**config.mk**
```make
export PLATFORM = sky130hd
export DESIGN_NAME = handshake_io_card_flag_interrupt_top
export DESIGN_NICKNAME = d
export VERILOG_FILES = /design/src/hscfi_pkg.sv /design/src/handshake_io_card_flag_interrupt_top.sv
export SDC_FILE = /design/constraint.sdc
export NUM_CORES = 1
export LEC_CHECK = 0
export BUFFER_PORTS_ARGS = -buffer_cell sky130_fd_sc_hd__buf_4
export CORE_ASPECT_RATIO = 1.1
export CORE_MARGIN = 5
export CORE_UTILIZATION = 40
export CTS_CLUSTER_DIAMETER = 120
export DETAILED_ROUTE_END_ITERATION = 6
export SLEW_MARGIN = 20
export SYNTH_ARGS = -nofsm -noshare
export SYNTH_HDL_FRONTEND = slang
export SYNTH_SLANG_ARGS = --single-unit
```
**constraint.sdc**
```tcl
create_clock -name clk_i -period 2.62 [get_ports clk_i]
set_clock_uncertainty 0.1 [all_clocks]
set_input_delay 0.524 -clock clk_i [delete_from_list [all_inputs] [get_ports clk_i]]
set_output_delay 0.524 -clock clk_i [all_outputs]
set_load 0.02 [all_outputs]
```
**src/hscfi_pkg.sv**
```systemverilog
`timescale 1ns / 1ps
// Shared constants and types of the handshake I/O card with flag and interrupt logic.
package hscfi_pkg;

  localparam int unsigned SignalCount = 15;
  localparam int unsigned WordWidth   = 16;
  localparam int unsigned TicksWidth  = 8;

  localparam int unsigned SigClf   = 0;
  localparam int unsigned SigStf   = 1;
  localparam int unsigned SigEnf   = 2;
  localparam int unsigned SigSfc   = 3;
  localparam int unsigned SigSfs   = 4;
  localparam int unsigned SigIoi   = 5;
  localparam int unsigned SigIoo   = 6;
  localparam int unsigned SigPopio = 7;
  localparam int unsigned SigCrs   = 8;
  localparam int unsigned SigClc   = 9;
  localparam int unsigned SigStc   = 10;
  localparam int unsigned SigSir   = 11;
  localparam int unsigned SigIak   = 12;
  localparam int unsigned SigIen   = 13;
  localparam int unsigned SigPrh   = 14;

  typedef enum logic [1:0] {
    CfgDiagnosticMode = 2'd0,
    CfgEarlyCpu       = 2'd1,
    CfgLoopbackTicks  = 2'd2
  } cfg_index_e;

  typedef enum logic {
    OpBusCycle = 1'b0,
    OpTick     = 1'b1
  } operation_e;

  typedef struct packed {
    logic [2:0]           pad;
    logic                 priority_low;
    logic                 flag_out;
    logic                 interrupt_request;
    logic                 service_request;
    logic                 skip_on_flag;
    logic [WordWidth-1:0] data_out;
  } result_t;

endpackage

```
**src/handshake_io_card_flag_interrupt_top.sv**
```systemverilog
`timescale 1ns / 1ps
// Top level of the handshake I/O card with flag, interrupt and loopback logic.
//
//  Channel  Direction  Handshake                     Payload
//  s_axis   in         s_axis_tvalid/s_axis_tready   tdata: signal_set, data_in; tuser: operation
//  m_axis   out        m_axis_tvalid/m_axis_tready   tdata: data_out and five status bits
//  cfg      in         cfg_valid_i/cfg_ready_o       cfg_index_i, cfg_data_i
//
// One item is accepted per clock cycle while the skid register is empty; its result is registered before it leaves.
// The card state is updated in the cycle of the transfer by one pass of shallow logic.
// A result register and a skid register let one more item in while a result stalls.
// Reset clears the data registers, command, control and flag, sets the flag buffer,
// and loads diagnostic_mode 0, early_cpu 0 and loopback_ticks 1.
module handshake_io_card_flag_interrupt_top #(
  parameter int unsigned DATA_WIDTH = 16
) (
  input  logic        clk_i,
  input  logic        rst_ni,
  input  logic        s_axis_tvalid,
  output logic        s_axis_tready,
  input  logic [31:0] s_axis_tdata,  // [14:0] signal_set, [30:15] data_in, [31] zero
  input  logic        s_axis_tuser,  // [0] operation
  output logic        m_axis_tvalid,
  input  logic        m_axis_tready,
  output logic [23:0] m_axis_tdata,  // [15:0] data_out, [16] skip_on_flag,
                                     // [17] service_request, [18] interrupt_request,
                                     // [19] flag_out, [20] priority_low, [23:21] zero
  input  logic        cfg_valid_i,
  output logic        cfg_ready_o,
  input  logic [1:0]  cfg_index_i,
  input  logic [7:0]  cfg_data_i
);

  localparam int unsigned Tw = hscfi_pkg::TicksWidth;
  localparam int unsigned Ww = hscfi_pkg::WordWidth;

  logic                   diag_q;
  logic                   early_q;
  logic [Tw-1:0]          ticks_q;

  logic [DATA_WIDTH-1:0]  out_reg_q, out_reg_d;
  logic [DATA_WIDTH-1:0]  in_reg_q, in_reg_d;
  logic                   command_q, command_d;
  logic                   control_q, control_d;
  logic                   flag_q, flag_d;
  logic                   flag_buf_q, flag_buf_d;
  logic [Tw-1:0]          loop_cnt_q, loop_cnt_d;
  logic                   loop_pend_q, loop_pend_d;

  hscfi_pkg::result_t     res;
  hscfi_pkg::result_t     out_data_q;
  hscfi_pkg::result_t     skid_data_q;
  logic                   out_valid_q;
  logic                   skid_valid_q;

  logic [hscfi_pkg::SignalCount-1:0] sigs;
  logic [Ww-1:0]                     word;
  logic                              accept;
  logic                              drain;

  assign sigs          = s_axis_tdata[hscfi_pkg::SignalCount-1:0];
  assign word          = s_axis_tdata[hscfi_pkg::SignalCount +: Ww];
  assign s_axis_tready = !skid_valid_q;
  assign accept        = s_axis_tvalid && s_axis_tready;
  assign drain         = out_valid_q && m_axis_tready;
  assign m_axis_tvalid = out_valid_q;
  assign m_axis_tdata  = out_data_q;
  assign cfg_ready_o   = 1'b1;

  always_comb begin
    logic [Tw-1:0] eff;
    logic          cn_irq;
    logic          cn_prl;
    logic          ien;
    logic          dma;
    eff         = (ticks_q == '0) ? Tw'(1) : ticks_q;
    cn_irq      = 1'b0;
    cn_prl      = 1'b0;
    ien         = 1'b0;
    dma         = sigs[hscfi_pkg::SigIoi] || sigs[hscfi_pkg::SigIoo];
    out_reg_d   = out_reg_q;
    in_reg_d    = in_reg_q;
    command_d   = command_q;
    control_d   = control_q;
    flag_d      = flag_q;
    flag_buf_d  = flag_buf_q;
    loop_cnt_d  = loop_cnt_q;
    loop_pend_d = loop_pend_q;
    res         = '0;

    if (s_axis_tuser == hscfi_pkg::OpTick) begin
      if (loop_pend_q) begin
        loop_cnt_d = loop_cnt_q - Tw'(1);
        if (loop_cnt_d == '0) begin
          loop_pend_d = 1'b0;
          if (diag_q) begin
            command_d  = 1'b0;
            flag_buf_d = 1'b1;
            flag_d     = 1'b1;
          end
        end
      end
    end else begin
      if (sigs[hscfi_pkg::SigClf]) begin
        flag_buf_d = 1'b0;
        flag_d     = 1'b0;
      end
      if (sigs[hscfi_pkg::SigStf]) begin
        flag_buf_d = 1'b1;
      end
      if (sigs[hscfi_pkg::SigEnf] && flag_buf_d) begin
        flag_d = 1'b1;
      end
      if (sigs[hscfi_pkg::SigSfc] && !flag_d) begin
        res.skip_on_flag = 1'b1;
      end
      if (sigs[hscfi_pkg::SigSfs] && flag_d) begin
        res.skip_on_flag = 1'b1;
      end
      if (sigs[hscfi_pkg::SigIoi]) begin
        res.data_out = Ww'(in_reg_d);
      end
      if (sigs[hscfi_pkg::SigIoo]) begin
        out_reg_d = DATA_WIDTH'(word);
      end
      if (sigs[hscfi_pkg::SigPopio]) begin
        flag_buf_d = 1'b1;
        out_reg_d  = '0;
      end
      if (sigs[hscfi_pkg::SigCrs]) begin
        control_d   = 1'b0;
        command_d   = 1'b0;
        loop_pend_d = 1'b0;
        loop_cnt_d  = '0;
      end
      if (sigs[hscfi_pkg::SigClc]) begin
        control_d = 1'b0;
        command_d = 1'b0;
        if (loop_pend_d && loop_cnt_d == eff) begin
          loop_pend_d = 1'b0;
          loop_cnt_d  = '0;
        end
      end
      if (sigs[hscfi_pkg::SigStc]) begin
        control_d = 1'b1;
        command_d = 1'b1;
        if (diag_q && (!early_q || !dma)) begin
          in_reg_d    = out_reg_d;
          loop_pend_d = 1'b1;
          loop_cnt_d  = eff;
        end
      end
      if (sigs[hscfi_pkg::SigSir]) begin
        cn_prl = !(control_d && flag_d);
        cn_irq = control_d && flag_d && flag_buf_d;
        res.service_request = flag_d;
      end
      if (sigs[hscfi_pkg::SigIak]) begin
        flag_buf_d = 1'b0;
      end
      if (sigs[hscfi_pkg::SigIen]) begin
        ien = 1'b1;
      end
      if (sigs[hscfi_pkg::SigPrh]) begin
        res.interrupt_request = ien && cn_irq;
        res.flag_out          = ien && cn_irq;
        res.priority_low      = !ien || cn_prl;
      end
    end
  end

  always_ff @(posedge clk_i or negedge rst_ni) begin
    if (!rst_ni) begin
      diag_q  <= 1'b0;
      early_q <= 1'b0;
      ticks_q <= Tw'(1);
    end else if (cfg_valid_i && cfg_ready_o) begin
      case (cfg_index_i)
        hscfi_pkg::CfgDiagnosticMode: diag_q  <= cfg_data_i[0];
        hscfi_pkg::CfgEarlyCpu:       early_q <= cfg_data_i[0];
        hscfi_pkg::CfgLoopbackTicks:  ticks_q <= cfg_data_i;
        default: ;
      endcase
    end
  end

  always_ff @(posedge clk_i or negedge rst_ni) begin
    if (!rst_ni) begin
      out_reg_q   <= '0;
      in_reg_q    <= '0;
      command_q   <= 1'b0;
      control_q   <= 1'b0;
      flag_q      <= 1'b0;
      flag_buf_q  <= 1'b1;
      loop_cnt_q  <= '0;
      loop_pend_q <= 1'b0;
    end else if (accept) begin
      out_reg_q   <= out_reg_d;
      in_reg_q    <= in_reg_d;
      command_q   <= command_d;
      control_q   <= control_d;
      flag_q      <= flag_d;
      flag_buf_q  <= flag_buf_d;
      loop_cnt_q  <= loop_cnt_d;
      loop_pend_q <= loop_pend_d;
    end
  end

  always_ff @(posedge clk_i or negedge rst_ni) begin
    if (!rst_ni) begin
      out_valid_q  <= 1'b0;
      skid_valid_q <= 1'b0;
    end else if (!out_valid_q || drain) begin
      out_valid_q  <= skid_valid_q || accept;
      skid_valid_q <= 1'b0;
    end else if (accept) begin
      skid_valid_q <= 1'b1;
    end
  end

  always_ff @(posedge clk_i) begin
    if (!out_valid_q || drain) begin
      out_data_q <= skid_valid_q ? skid_data_q : res;
    end else if (accept) begin
      skid_data_q <= res;
    end
  end

`ifndef ASSERT_OFF
  a_skid_needs_out: assert property (@(posedge clk_i) disable iff (!rst_ni)
    skid_valid_q |-> out_valid_q)
    else $error("Skid register holds a result while the output register is empty.");

  a_pending_count: assert property (@(posedge clk_i) disable iff (!rst_ni)
    loop_pend_q == (loop_cnt_q != '0))
    else $error("Loopback pending flag disagrees with the countdown.");

  a_tick_result_zero: assert property (@(posedge clk_i) disable iff (!rst_ni)
    (accept && s_axis_tuser == hscfi_pkg::OpTick && !out_valid_q) |=> m_axis_tdata == '0)
    else $error("A tick transfer produced a nonzero result.");

  a_irq_with_flag: assert property (@(posedge clk_i) disable iff (!rst_ni)
    out_valid_q |-> out_data_q.interrupt_request == out_data_q.flag_out)
    else $error("Interrupt request and flag output differ.");
`endif

endmodule
```
==> impl_metrics.tcl <==
set metrics [dict create \
    cap_viol_max_count 0 \
    synth.distinct_cells 59 \
    initial_core_util 0.409 \
    met3_length_um 683 \
    crit_slowest_cell "or4_4" \
    hpwl_um 7020 \
    cts_tree "yes" \
    clock_sinks 96 \
    cts_made_buffers 9 \
    postCtsHoldBufs 0 \
    seqCellArea_um2 2610 \
    pin_count 75 \
    path_class "flop to flop" \
    clock_latency_ns 0.34 \
    crit_chain "buf_4, or4_4, nor4_4, xor2_1, o41ai_2, o211ai_2, mux2_4" \
    crit_path_end_kind "flop" \
    grt_pass1_wl_um 16500 \
    cp.required_ns 2.74 \
    rows 41 \
    crit_buf_inv 1 \
    status "complete, no violations" \
    gp_congestion 0.806 \
    hold_viol 0 \
    ys_ff_latch 96 \
    fin_hold_ws_ns 0.131 \
    cts-htree-levels 3 \
    first_iter_violations 289 \
    final_nets 546 \
    ir_drop_mv 0.342 \
    tns_ns 0 \
    synth_area_um2 4690 \
    clk_pin_slew_ns 0.07 \
    gr-total-overflow 0 \
    worstSetupStartpointType "flop" \
    postSynthCellCount 432 \
    cts_resized 0 \
    grt_pass1_vias 3247 \
    min_period_ns 2.49 \
    drive_above_1_share 0.275 \
    timing.final.max_slew_violations 0 \
    setup_viol 0 \
    crit_family "simple AND/OR/NAND/NOR gates" \
    avgSynthCellArea_um2 10.9 \
    drt_first_pass_iters 5 \
    multi_input_area_um2 1900 \
    async_reset_ff_frac 0.583 \
    track_usage 0.146 \
    clockBufferDepth 2 \
    slowest_delay_ns 0.57 \
    grt_max_degree 57 \
    dieWidth_um 113 \
    leakagePower_nw 2.38 \
    syn_to_final_growth_pct 20.6 \
    wl_per_cell_um 15.1 \
    hold_path.class "primary input to asynchronous set/reset pin" \
    crit_arrival_ns 2.62 \
    antenna_found_initial 0 \
    drtAntennaViolNets 0 \
    ctsRootBufferMaster "clkbuf_16" \
    slew_headroom 0.516 \
    drc 0 \
    routed_wirelength_um 9850 \
    fillers 1037 \
    yosysSeqAreaShare 0.555 \
    power.density_nw_per_um2 803 \
    yosys_warnings 0 \
    via_per_inst 5.17 \
    design.core.area_um2 11500 \
    post-route-period-util 0.951 \
    wl_met2_um 4240 \
    synth_edf_count 40 \
    top_layer "met4" \
    port_buffers 69 \
    timing.fmax_mhz 401 \
    num_vias 3368 \
    die_h_um 124 \
    crit_fanout 7 \
    diodes 0 \
    post_cts_buffers 0 \
    rsz0062_at_grt "false" \
    worstMarginPinSlew_ns 0.726 \
    drt-met1-wl_um 4840 \
    synthFlopType "dfrtp_1" \
    die_area_um2 14000 \
]
[per-stage QoR]
step	cell area (um2)	utilization	std cells	worst slack [ns]	power [mW]
finish	5660	0.493	651	0.128	4.54
global route	5660	0.493	651	0.0266	4.81
CTS	5660	0.492	651	0.0422	4.58
detailed placement	5340	0.465	635	0.0528	3.19
global placement	5340	0.465	635	0.113	3.15
floorplan	4700	-	434	0.0728	2.87
[per-layer routing]
layer | track usage | vias up
met5 | 0 | -
met4 | 0.0398 | 0
met2 | 0.214 | 90
met1 | 0.217 | 1591
li1 | - | 1680
met3 | 0.0364 | 7
[flip-flops by register name (all words and copies together), names as in the netlist]
| signal | cells |
|---|---|
| diag_q | 1 |
| flag_q | 1 |
| flag_buf_q | 1 |
| m_axis_tdata | 20 |
| early_q | 1 |
| loop_cnt_q | 8 |
| skid_valid_q | 1 |
| skid_data_q | 20 |
| control_q | 1 |
| out_reg_q | 16 |
| ticks_q | 8 |
| loop_pend_q | 1 |
| m_axis_tvalid | 1 |
| in_reg_q | 16 |
[Yosys cell counts (all sizes together), types with 2 or more instances]
cell type,instances,share of area
dfrtp,54,0.29
nand2,46,0.037
edfxtp,40,0.26
a21oi,37,0.039
o21ai,35,0.037
mux2,30,0.074
nor2,22,0.018
clkbuf,20,0.018
o31ai,20,0.032
and2,17,0.023
nor2b,16,0.021
buf,11,0.017
nand3,11,0.012
inv,10,0.0080
xnor2,6,0.011
a31oi,5,0.0067
mux2i,4,0.0085
nor3,4,0.0043
nand2b,3,0.0040
a211oi,2,0.0032
a222oi,2,0.0043
a22o,2,0.0040
and3,2,0.0027
conb,2,0.0016
dfstp,2,0.011
ha,2,0.0053
nand4b,2,0.0037
nor4,2,0.0059
nor4b,2,0.0037
o211ai,2,0.0043
xor2,2,0.0037
[layout make-up]
type,instances,area share
timing repair buffer,82,0.109
clock buffer,9,0.0398
tap,150,0.0331
sequential,96,0.460
inverter,10,0.00663
clock inverter,7,0.0159
multi-input combinational,297,0.336
[layout by cell type, fill, tap and decap left out, types with 4 or more instances in the layout]
cell type	instances
xnor2_1	6
o21ai_0	33
edfxtp_1	40
dfrtp_1	54
nor2_1	21
conb_1	4
a31oi_1	5
a21oi_1	37
nand3_1	11
and2_1	17
buf_4	82
mux2i_1	4
mux2_2	28
inv_1	10
nor2b_1	16
o31ai_1	20
clkbuf_16	9
nand2_1	46
[kinds of logic (layout without fill, tap and decap cells)]
kind of cell    count (synthesis)  in the layout  share of synthesized area
simple gates                  136            136                      0.150
mux                            34             34                     0.0821
fa+ha+maj                       2              2                    0.00533
buf+inv                        41            108                     0.0429
flops                          96             96                      0.555
other cells                     2              4                    0.00160
xor+xnor                        8              8                     0.0149
compound gates                113            113                      0.148
[worst reg2reg max path, cell delays in order, from the launching register on]
cell      delay (ns)
dfrtp_1         0.38
buf_4           0.16
or4_4           0.57
nor4_4          0.16
xor2_1          0.14
o41ai_2         0.34
o211ai_2        0.20
mux2_4          0.34
[power breakdown]
group / leakage (nW) / internal [mW] / switching (mW)
registers: 1.09 / 1.88 / 0.246
clock network: 0.157 / 0.771 / 0.614
logic: 1.13 / 0.503 / 0.529
[worst paths after layout]
kind                                                 from                       end  slack [ns]  cells past startpoint
worst max-delay path            loop_cnt_q[0]$_DFFE_PN0P_        flag_q$_DFFE_PN0P_        0.13                      7
worst min-delay path                               rst_ni    ticks_q[7]$_DFFE_PN0P_        0.13                      1
worst max register to register  loop_cnt_q[0]$_DFFE_PN0P_        flag_q$_DFFE_PN0P_        0.13                      7
worst min register to register   in_reg_q[11]$_DFFE_PN0P_  in_reg_q[11]$_DFFE_PN0P_        0.37                      2
max in group asynchronous                          rst_ni   in_reg_q[5]$_DFFE_PN0P_        1.80                      1
min in group clk_i                          cfg_data_i[7]    ticks_q[7]$_DFFE_PN0P_        0.31                      2
Power figures use the tool's default switching activity.
